`config.mk`:
```
export PLATFORM = sky130hd
export DESIGN_NAME = mission_upload_sequencer
export DESIGN_NICKNAME = d
export VERILOG_FILES = /design/src/rtl/muq_pkg.sv /design/src/rtl/muq_cfg_regs.sv /design/src/rtl/muq_core.sv /design/src/rtl/mission_upload_sequencer.sv
export SDC_FILE = /design/constraint.sdc
export NUM_CORES = 1
export LEC_CHECK = 0
export BUFFER_PORTS_ARGS = -buffer_cell sky130_fd_sc_hd__buf_2
export CORE_AREA = 2 2 135 137
export CTS_CLUSTER_SIZE = 12
export DETAILED_ROUTE_END_ITERATION = 8
export DIE_AREA = 0 0 137 139
export HOLD_SLACK_MARGIN = 0.08
export PLACE_DENSITY_LB_ADDON = 0.3
export SETUP_SLACK_MARGIN = 0.15
export SLEW_MARGIN = 20
export SYNTH_ARGS = -nofsm -noshare
export SYNTH_HDL_FRONTEND = slang
export SYNTH_SLANG_ARGS = --single-unit
```
`constraint.sdc`:
```
create_clock -name aclk -period 4.2 [get_ports aclk]
set_clock_uncertainty 0.15 [all_clocks]
set_input_delay 0.84 -clock aclk [delete_from_list [all_inputs] [get_ports aclk]]
set_output_delay 0.84 -clock aclk [all_outputs]
set_load 0.02 [all_outputs]
```
`src/rtl/muq_pkg.sv`:
```
// Shared types and codes for the mission upload sequencer.
// Depends on nothing; used by every module of the block.
`default_nettype none
package muq_pkg;

    localparam logic [2:0] FUNC_LOAD    = 3'd0;
    localparam logic [2:0] FUNC_START   = 3'd1;
    localparam logic [2:0] FUNC_REQ_INT = 3'd2;
    localparam logic [2:0] FUNC_REQ_PLN = 3'd3;
    localparam logic [2:0] FUNC_ACK     = 3'd4;
    localparam logic [2:0] FUNC_TICK    = 3'd5;
    localparam logic [2:0] FUNC_FAILED  = 3'd6;
    localparam logic [2:0] FUNC_CANCEL  = 3'd7;

    localparam logic [2:0] KIND_NONE      = 3'd0;
    localparam logic [2:0] KIND_COUNT     = 3'd1;
    localparam logic [2:0] KIND_ITEM      = 3'd2;
    localparam logic [2:0] KIND_ACK_UNSUP = 3'd3;
    localparam logic [2:0] KIND_ACK_CANC  = 3'd4;

    localparam logic [3:0] RES_RUNNING    = 4'd0;
    localparam logic [3:0] RES_SUCCESS    = 4'd1;
    localparam logic [3:0] RES_CONNECTION = 4'd2;
    localparam logic [3:0] RES_EMPTY      = 4'd3;
    localparam logic [3:0] RES_SEQUENCE   = 4'd4;
    localparam logic [3:0] RES_CURRENT    = 4'd5;
    localparam logic [3:0] RES_TYPE       = 4'd6;
    localparam logic [3:0] RES_INT_UNSUP  = 4'd7;
    localparam logic [3:0] RES_TIMEOUT    = 4'd8;
    localparam logic [3:0] RES_PROTOCOL   = 4'd9;
    localparam logic [3:0] RES_FRAME      = 4'd10;
    localparam logic [3:0] RES_UNSUP      = 4'd11;
    localparam logic [3:0] RES_NO_SPACE   = 4'd12;
    localparam logic [3:0] RES_PARAM      = 4'd13;
    localparam logic [3:0] RES_DENIED     = 4'd14;
    localparam logic [3:0] RES_CANCELLED  = 4'd15;

    localparam logic [2:0] REG_PLAN_TYPE    = 3'd0;
    localparam logic [2:0] REG_RETRY_LIMIT  = 3'd1;
    localparam logic [2:0] REG_TIMEOUT      = 3'd2;
    localparam logic [2:0] REG_INT_SUP      = 3'd3;
    localparam logic [2:0] REG_PLAIN_AS_INT = 3'd4;

    typedef struct packed {
        logic [7:0]  plan_type;
        logic [3:0]  retry_limit;
        logic [15:0] timeout_ticks;
        logic        int_supported;
        logic        plain_request_as_int;
    } cfg_t;

    typedef struct packed {
        logic [2:0]  func;
        logic [15:0] item_seq;
        logic        item_current;
        logic [7:0]  item_plan_type;
        logic [15:0] msg_value;
    } event_t;

    typedef struct packed {
        logic [2:0]  send_kind;
        logic [15:0] send_value;
        logic        finished;
        logic [3:0]  result_code;
    } result_t;

endpackage
`default_nettype wire

```
`src/rtl/muq_cfg_regs.sv`:
```
// Configuration register file of the mission upload sequencer.
// Depends on muq_pkg for the register indexes and the cfg_t bundle.
`default_nettype none
module muq_cfg_regs
    import muq_pkg::*;
(
    input  wire logic        aclk,
    input  wire logic        aresetn,
    input  wire logic        cfg_wr_en,
    input  wire logic [2:0]  cfg_addr,
    input  wire logic [15:0] cfg_wdata,
    output cfg_t             cfg
);

    cfg_t cfg_reg;
    cfg_t cfg_next;

    always_comb begin
        cfg_next = cfg_reg;
        if (cfg_wr_en) begin
            unique case (cfg_addr)
                REG_PLAN_TYPE:    cfg_next.plan_type            = cfg_wdata[7:0];
                REG_RETRY_LIMIT:  cfg_next.retry_limit          = cfg_wdata[3:0];
                REG_TIMEOUT:      cfg_next.timeout_ticks        = cfg_wdata;
                REG_INT_SUP:      cfg_next.int_supported        = cfg_wdata[0];
                REG_PLAIN_AS_INT: cfg_next.plain_request_as_int = cfg_wdata[0];
                default:          cfg_next = cfg_reg;
            endcase
        end
    end

    always_ff @(posedge aclk) begin
        if (!aresetn) begin
            cfg_reg.plan_type            <= 8'd0;
            cfg_reg.retry_limit          <= 4'd4;
            cfg_reg.timeout_ticks        <= 16'd1000;
            cfg_reg.int_supported        <= 1'b1;
            cfg_reg.plain_request_as_int <= 1'b0;
        end else begin
            cfg_reg <= cfg_next;
        end
    end

    assign cfg = cfg_reg;

endmodule
`default_nettype wire

```
`src/rtl/muq_core.sv`:
```
// Transfer state and event handling of the mission upload sequencer.
// Depends on muq_pkg; the result is combinational and registered by the top level.
`default_nettype none
module muq_core
    import muq_pkg::*;
#(
    parameter int SEQ_WIDTH = 16
) (
    input  wire logic aclk,
    input  wire logic aresetn,
    input  cfg_t      cfg,
    input  wire logic ev_fire,
    input  event_t    ev,
    output result_t   res
);

    localparam logic [1:0] PH_IDLE  = 2'd0;
    localparam logic [1:0] PH_COUNT = 2'd1;
    localparam logic [1:0] PH_ITEMS = 2'd2;
    localparam logic [SEQ_WIDTH-1:0] SEQ_MASK = {SEQ_WIDTH{1'b1}};
    localparam logic [SEQ_WIDTH-1:0] SEQ_ONE  = SEQ_WIDTH'(1);

    logic [SEQ_WIDTH-1:0] item_total_reg, item_total_next;
    logic [SEQ_WIDTH-1:0] next_index_reg, next_index_next;
    logic [3:0]           retries_reg, retries_next;
    logic [1:0]           phase_reg, phase_next;
    logic [15:0]          timer_reg, timer_next;
    logic                 running_reg, running_next;
    logic                 seq_bad_reg, seq_bad_next;
    logic [1:0]           cur_total_reg, cur_total_next;
    logic                 type_bad_reg, type_bad_next;

    logic                 active;
    logic [SEQ_WIDTH-1:0] iseq;
    logic [SEQ_WIDTH-1:0] rseq;
    logic [15:0]          timer_inc;
    logic [15:0]          tick_limit;
    logic [3:0]           retries_base;

    function automatic logic [3:0] bump(input logic [3:0] r);
        bump = (r == 4'd15) ? r : r + 4'd1;
    endfunction

    function automatic logic [3:0] ack_code(input logic [15:0] code, input logic all_sent);
        case (code)
            16'd1:  ack_code = RES_PROTOCOL;
            16'd2:  ack_code = RES_FRAME;
            16'd3:  ack_code = RES_UNSUP;
            16'd4:  ack_code = RES_NO_SPACE;
            16'd5, 16'd6, 16'd7, 16'd8, 16'd9, 16'd10, 16'd11, 16'd12:
                    ack_code = RES_PARAM;
            16'd13: ack_code = RES_SEQUENCE;
            16'd14: ack_code = RES_DENIED;
            16'd15: ack_code = RES_CANCELLED;
            default: ack_code = all_sent ? RES_SUCCESS : RES_PROTOCOL;
        endcase
    endfunction

    assign active     = (phase_reg == PH_COUNT) || (phase_reg == PH_ITEMS);
    assign iseq       = ev.item_seq[SEQ_WIDTH-1:0];
    assign rseq       = ev.msg_value[SEQ_WIDTH-1:0];
    assign timer_inc  = timer_reg + 16'd1;
    assign tick_limit = (cfg.timeout_ticks == 16'd0) ? 16'd1 : cfg.timeout_ticks;
    assign retries_base = (next_index_reg == rseq) ? 4'd0 : retries_reg;

    always_comb begin
        item_total_next = item_total_reg;
        next_index_next = next_index_reg;
        retries_next    = retries_reg;
        phase_next      = phase_reg;
        timer_next      = timer_reg;
        running_next    = running_reg;
        seq_bad_next    = seq_bad_reg;
        cur_total_next  = cur_total_reg;
        type_bad_next   = type_bad_reg;
        res.send_kind   = KIND_NONE;
        res.send_value  = 16'd0;
        res.finished    = 1'b0;
        res.result_code = RES_RUNNING;

        if ((ev.func == FUNC_LOAD) || (ev.func == FUNC_START)) begin
            if (!active && (ev.func == FUNC_LOAD)) begin
                if (item_total_reg == SEQ_MASK) begin
                    seq_bad_next = 1'b1;
                end else begin
                    if (iseq != item_total_reg) begin
                        seq_bad_next = 1'b1;
                    end
                    item_total_next = item_total_reg + SEQ_ONE;
                end
                if (ev.item_current && (cur_total_reg != 2'd2)) begin
                    cur_total_next = cur_total_reg + 2'd1;
                end
                if (ev.item_plan_type != cfg.plan_type) begin
                    type_bad_next = 1'b1;
                end
            end else if (!active) begin
                res.finished = 1'b1;
                if (!cfg.int_supported) begin
                    res.result_code = RES_INT_UNSUP;
                end else if (item_total_reg == '0) begin
                    res.result_code = RES_EMPTY;
                end else if (seq_bad_reg) begin
                    res.result_code = RES_SEQUENCE;
                end else if (cur_total_reg != 2'd1) begin
                    res.result_code = RES_CURRENT;
                end else if (type_bad_reg) begin
                    res.result_code = RES_TYPE;
                end else begin
                    res.finished    = 1'b0;
                    phase_next      = PH_COUNT;
                    retries_next    = 4'd1;
                    next_index_next = '0;
                    timer_next      = 16'd0;
                    running_next    = 1'b1;
                    res.send_kind   = KIND_COUNT;
                    res.send_value  = 16'(item_total_reg);
                end
            end
        end else if (active) begin
            unique case (ev.func)
                FUNC_REQ_INT, FUNC_REQ_PLN: begin
                    if ((ev.func == FUNC_REQ_PLN) && !cfg.plain_request_as_int) begin
                        timer_next    = 16'd0;
                        res.send_kind = KIND_ACK_UNSUP;
                    end else begin
                        phase_next = PH_ITEMS;
                        if (next_index_reg < rseq) begin
                            res.send_kind = KIND_NONE;
                        end else if ((next_index_reg > rseq) &&
                                     (retries_reg >= cfg.retry_limit)) begin
                            res.finished    = 1'b1;
                            res.result_code = RES_TIMEOUT;
                        end else begin
                            retries_next    = retries_base;
                            timer_next      = 16'd0;
                            next_index_next = rseq;
                            if (rseq < item_total_reg) begin
                                res.send_kind   = KIND_ITEM;
                                res.send_value  = 16'(rseq);
                                next_index_next = rseq + SEQ_ONE;
                                retries_next    = bump(retries_base);
                            end
                        end
                    end
                end
                FUNC_ACK: begin
                    res.finished    = 1'b1;
                    res.result_code = ack_code(ev.msg_value,
                                               next_index_reg == item_total_reg);
                end
                FUNC_TICK: begin
                    if (running_reg) begin
                        if (timer_inc < tick_limit) begin
                            timer_next = timer_inc;
                        end else if (retries_reg >= cfg.retry_limit) begin
                            res.finished    = 1'b1;
                            res.result_code = RES_TIMEOUT;
                        end else begin
                            timer_next   = 16'd0;
                            retries_next = bump(retries_reg);
                            if (phase_reg == PH_COUNT) begin
                                res.send_kind  = KIND_COUNT;
                                res.send_value = 16'(item_total_reg);
                            end
                        end
                    end
                end
                FUNC_FAILED: begin
                    res.finished    = 1'b1;
                    res.result_code = RES_CONNECTION;
                end
                FUNC_CANCEL: begin
                    res.finished    = 1'b1;
                    res.send_kind   = KIND_ACK_CANC;
                    res.result_code = RES_CANCELLED;
                end
                default: begin
                    res.send_kind = KIND_NONE;
                end
            endcase
        end

        if (res.finished) begin
            item_total_next = '0;
            next_index_next = '0;
            retries_next    = 4'd0;
            phase_next      = PH_IDLE;
            timer_next      = 16'd0;
            running_next    = 1'b0;
            seq_bad_next    = 1'b0;
            cur_total_next  = 2'd0;
            type_bad_next   = 1'b0;
        end
    end

    always_ff @(posedge aclk) begin
        if (!aresetn) begin
            item_total_reg <= '0;
            next_index_reg <= '0;
            retries_reg    <= 4'd0;
            phase_reg      <= PH_IDLE;
            timer_reg      <= 16'd0;
            running_reg    <= 1'b0;
            seq_bad_reg    <= 1'b0;
            cur_total_reg  <= 2'd0;
            type_bad_reg   <= 1'b0;
        end else if (ev_fire) begin
            item_total_reg <= item_total_next;
            next_index_reg <= next_index_next;
            retries_reg    <= retries_next;
            phase_reg      <= phase_next;
            timer_reg      <= timer_next;
            running_reg    <= running_next;
            seq_bad_reg    <= seq_bad_next;
            cur_total_reg  <= cur_total_next;
            type_bad_reg   <= type_bad_next;
        end
    end

endmodule
`default_nettype wire

```
`src/rtl/mission_upload_sequencer.sv`:
```
// Mission upload sequencer, top level: input register, event core, result register.
// Path: a transaction accepted into the input register passes through muq_core and is
// captured in the result register that drives m_tvalid, once that register is free or
// m_tready is high. Throughput: one event per cycle unless m_tready stalls the output.
// Reset: synchronous, active low; clears the transfer state, both stage valids
// and loads the configuration defaults. Depends on muq_pkg, muq_cfg_regs, muq_core.
`default_nettype none
module mission_upload_sequencer
    import muq_pkg::*;
#(
    parameter int SEQ_WIDTH = 16
) (
    input  wire logic        aclk,
    input  wire logic        aresetn,
    input  wire logic        cfg_wr_en,
    input  wire logic [2:0]  cfg_addr,
    input  wire logic [15:0] cfg_wdata,
    input  wire logic        s_tvalid,
    output logic             s_tready,
    // Fields from bit 0: item_seq[15:0], item_current[16], item_plan_type[24:17],
    // msg_value[40:25], zero padding[47:41].
    input  wire logic [47:0] s_tdata,
    // Fields from bit 0: func[2:0].
    input  wire logic [2:0]  s_tuser,
    output logic             m_tvalid,
    input  wire logic        m_tready,
    // Fields from bit 0: send_value[15:0], result_code[19:16], zero padding[23:20].
    output logic [23:0]      m_tdata,
    // Fields from bit 0: send_kind[2:0].
    output logic [2:0]       m_tuser,
    output logic             m_tlast
);

    cfg_t    cfg;
    event_t  ev_reg;
    logic    ev_valid_reg;
    result_t res;
    result_t res_reg;
    logic    out_valid_reg;
    logic    advance;

    assign advance  = ev_valid_reg && (!out_valid_reg || m_tready);
    assign s_tready = !ev_valid_reg || advance;

    muq_cfg_regs u_cfg (
        .aclk      (aclk),
        .aresetn   (aresetn),
        .cfg_wr_en (cfg_wr_en),
        .cfg_addr  (cfg_addr),
        .cfg_wdata (cfg_wdata),
        .cfg       (cfg)
    );

    muq_core #(
        .SEQ_WIDTH (SEQ_WIDTH)
    ) u_core (
        .aclk    (aclk),
        .aresetn (aresetn),
        .cfg     (cfg),
        .ev_fire (advance),
        .ev      (ev_reg),
        .res     (res)
    );

    always_ff @(posedge aclk) begin
        if (!aresetn) begin
            ev_valid_reg  <= 1'b0;
            out_valid_reg <= 1'b0;
        end else begin
            if (s_tready) begin
                ev_valid_reg <= s_tvalid;
            end
            if (advance) begin
                out_valid_reg <= 1'b1;
            end else if (m_tready) begin
                out_valid_reg <= 1'b0;
            end
        end
    end

    always_ff @(posedge aclk) begin
        if (s_tready && s_tvalid) begin
            ev_reg.func           <= s_tuser;
            ev_reg.item_seq       <= s_tdata[15:0];
            ev_reg.item_current   <= s_tdata[16];
            ev_reg.item_plan_type <= s_tdata[24:17];
            ev_reg.msg_value      <= s_tdata[40:25];
        end
        if (advance) begin
            res_reg <= res;
        end
    end

    assign m_tvalid = out_valid_reg;
    assign m_tdata  = {4'd0, res_reg.result_code, res_reg.send_value};
    assign m_tuser  = res_reg.send_kind;
    assign m_tlast  = res_reg.finished;

endmodule
`default_nettype wire
```
==> summary.txt <==
Placement
  • Placed Cells incl. Taps: between 1k and 1.5k
  • Placed wire-length estimate: between 15000 and 20000 um
  • Placer Congestion: approximately 0.96
  • Cell Area, Placed: around 10000 um^2
  • Dpl ws: -0.09676 ns
  • Port bufs: 93

Timing
  • Pins over their slew limit: 0
  • # setup viols final: 8
  • Setup slack after layout: -0.02905 ns
  • Final period util: 100.7%
  • RSZ-0062 raised after global routing: true
  • Setup TNS Final: -0.1538 ns
  • Worst-margin pin slew: 0.7884 ns
  • Tmin final: about 4.2 ns
  • Final Hold Fails: 0
  • Worst slew margin: a little under half
  • F_max: ~0.24 GHz
  • Final Hold Slack: 0.3112 ns

Clock tree
  • CTS Buffer Depth: 2
  • Max H-tree Level: 4
  • Clk_lat worst skew: approximately 0.43 ns
  • Clock transition at path regs: about 0.070 ns
  • CTS tree: yes
  • Clock root cell: clkbuf_16
  • Clock sinks: about 160
  • Cts bufs inserted: 17

Synthesis
  • Post-synthesis async set-or-reset flop share: 0%
  • Mapped Area: 9363 um^2
  • Post-synth EDFFs: 68
  • Cell variety after synth: 70
  • Gate count after technology mapping: 1004
  • Syn Area/Cell: between 9 and 10 um^2
  • Synth Flop Type: dfxtp_1
  • Yosys warnings: 0
  • #FFs+latches synth: approximately 160
  • Register area share after synthesis: about two fifths

Cells and area
  • Fillers: around 1.4k
  • Diodes inserted: 0
  • Register area: approximately 3900 um^2
  • Area Overhead vs Synth: 21.93%
  • Final net count: approximately 1.3k
  • Post-layout util: roughly 65%
  • Proportion of layout cells with a drive suffix above 1: 23.84%
  • Count of non-filler cells in the finished layout: 1370
  • Area used by multi-input combinational logic: 5378 um^2
  • Max reg flops: 44
  • Design area: approximately 11000 um^2

Floorplan
  • Initial Util: between 50% and 60%
  • Row count: roughly 50
  • Core area: 17660 um^2
  • IO Pins: about 110
  • Die area: roughly 19000 um^2
  • Die height: between 100 and 150 um
  • Die width: roughly 140 um

Drt
  • Post-DR wirelength/cell: between 15 and 20 um
  • DRC viols: 0
  • Routed wire length: 24760 um
  • Via density per instance: roughly 6.0
  • First drt pass iteration count: 6
  • Vias: ~8.2k
  • ANT nets after route: 0
  • DR iter-0 viols: around 940

Worst setup path
  • Critical Path Sink Type: flip-flop
  • Kind of critical path: reg -> reg
  • Crit start category: flip-flop
  • CP max FO: 7
  • Critical path required time: ~4.4 ns
  • Worst EP arrival: ~4.4 ns

GRT
  • Largest net degree at the start of global routing: between 40 and 50
  • GR Overflow Total: 0
  • Global-route wire length before repair: approximately 38000 um
  • Initial antenna violation count: 0
  • Total GRT Usage: around 25%
  • Vias in the first global route: 7537

Power and ir drop
  • Leakage Power: approximately 4.5 nW
  • Pwr Density: slightly above 300 nW/um^2
  • Max IR drop VDD: approximately 0.29 mV
  • Final Power: roughly 3.5 mW

Outcome
  • Failing checks: negative setup slack
  • Status: finished with violations

Min path
  • Hold crit path type: reg -> reg

Run
  • Max_cap viols: 0
layout make-up:
type | count | share of cell area [%]
sequential | 159 | 33.95
clock inverter | 12 | 0.9535
timing repair buffer | 161 | 9.557
tap | 229 | 2.510
multi-input combinational | 728 | 47.11
inverter | 61 | 2.006
clock buffer | 20 | 3.913
worst paths after layout:
| kind | cells past startpoint | slack, ns | start | endpoint |
|---|---|---|---|---|
| max reg2reg | 19 | -0.03 | u_core.timer_reg[1] | u_core.next_index_reg[4] |
| min | 2 | 0.31 | u_core.type_bad_reg | u_core.type_bad_reg |
| min reg2reg | 2 | 0.31 | u_core.type_bad_reg | u_core.type_bad_reg |
| max | 19 | -0.03 | u_core.timer_reg[1] | u_core.next_index_reg[4] |
cells in the mapped netlist, drive strengths merged, types with 2 or more instances:
cell | number | area, um^2
a211oi | 5 | 37.54
a21boi | 28 | 210.2
a21o | 10 | 75.07
a21oi | 50 | 250.2
a221oi | 2 | 17.52
a22o | 17 | 148.9
a31o | 13 | 113.9
a31oi | 7 | 50.05
a41oi | 2 | 17.52
and2 | 8 | 50.05
and3 | 16 | 100.1
and3b | 3 | 26.28
and4 | 6 | 52.55
buf | 20 | 141.4
clkbuf | 39 | 146.4
dfxtp | 91 | 1822
edfxtp | 68 | 2042
ha | 63 | 788.3
inv | 61 | 229.0
mux2i | 13 | 130.1
nand2 | 121 | 456.7
nand2b | 16 | 100.1
nand3 | 44 | 220.2
nand3b | 3 | 22.52
nand4 | 33 | 206.5
nor2 | 30 | 115.1
nor2b | 13 | 81.33
nor3 | 11 | 55.05
nor3b | 7 | 52.55
nor4 | 21 | 131.4
nor4b | 2 | 30.03
nor4bb | 2 | 20.02
o2111a | 2 | 22.52
o211ai | 13 | 111.4
o21a | 7 | 52.55
o21ai | 26 | 133.9
o22ai | 6 | 37.54
o2bb2ai | 7 | 61.31
o31ai | 16 | 125.1
o32a | 2 | 20.02
o32ai | 3 | 26.28
or3 | 2 | 12.51
or4 | 14 | 105.1
xnor2 | 50 | 437.9
xor2 | 18 | 157.7
worst max-delay path, cell delays in order, from the launching register on:
cell and delay (ns):
dfxtp_4 0.38, ha_4 0.16, nand3_4 0.08, nor3_4 0.20, and3_4 0.21, and3_4 0.21
nand3_4 0.10, xnor2_4 0.22, ha_4 0.22, nand4_1 0.16, buf_4 0.16, nor4_2 0.04
a22o_1 0.21, o41a_2 0.50, buf_6 0.14, o211ai_1 0.32, a31o_2 0.28, and2_4 0.16
buf_8 0.15, o2bb2ai_2 0.10
routing by layer:
layer  wire length, um  global-route usage (%)
met4               502                   8.302
met3              2346                   4.898
met1             10720                   36.94
met2             11180                   37.97
met5                 0                       0
repair_timing:
action | in CTS | in global routing
setup endpoints to repair | 62 | 72
hold buffers | 0 | 0
setup buffers | 4 | 20
resized for setup | 20 | 70
pin swaps | 10 | 34
gates cloned | 0 | 2
report_power, final:
group          total, mW  internal (mW)  switching (mW)
sequential          1.70           1.66          0.0390
combinational      0.313          0.124           0.189
clock               1.49          0.836           0.653
cell families after synthesis:
group | count (synthesis) | synth area share, %
simple gates | 354 | 19.79
other cells | 1 | 0.04005
buf+inv | 120 | 5.519
compound gates | 226 | 17.21
flops | 159 | 41.27
xor+xnor | 68 | 6.361
fa+ha+maj | 63 | 8.419
mux | 13 | 1.390
layout by cell type (no fill, tap or decap), types with 19 or more instances in the layout:
master / count
nor4_1: 19
ha_1: 61
nand3_1: 38
dfxtp_1: 85
buf_4: 50
nand4_1: 33
xnor2_1: 48
o21ai_0: 22
nand2_1: 115
inv_1: 61
a21oi_1: 44
edfxtp_1: 68
buf_2: 93
nor2_1: 29
(Power assumes the default switching activity.)
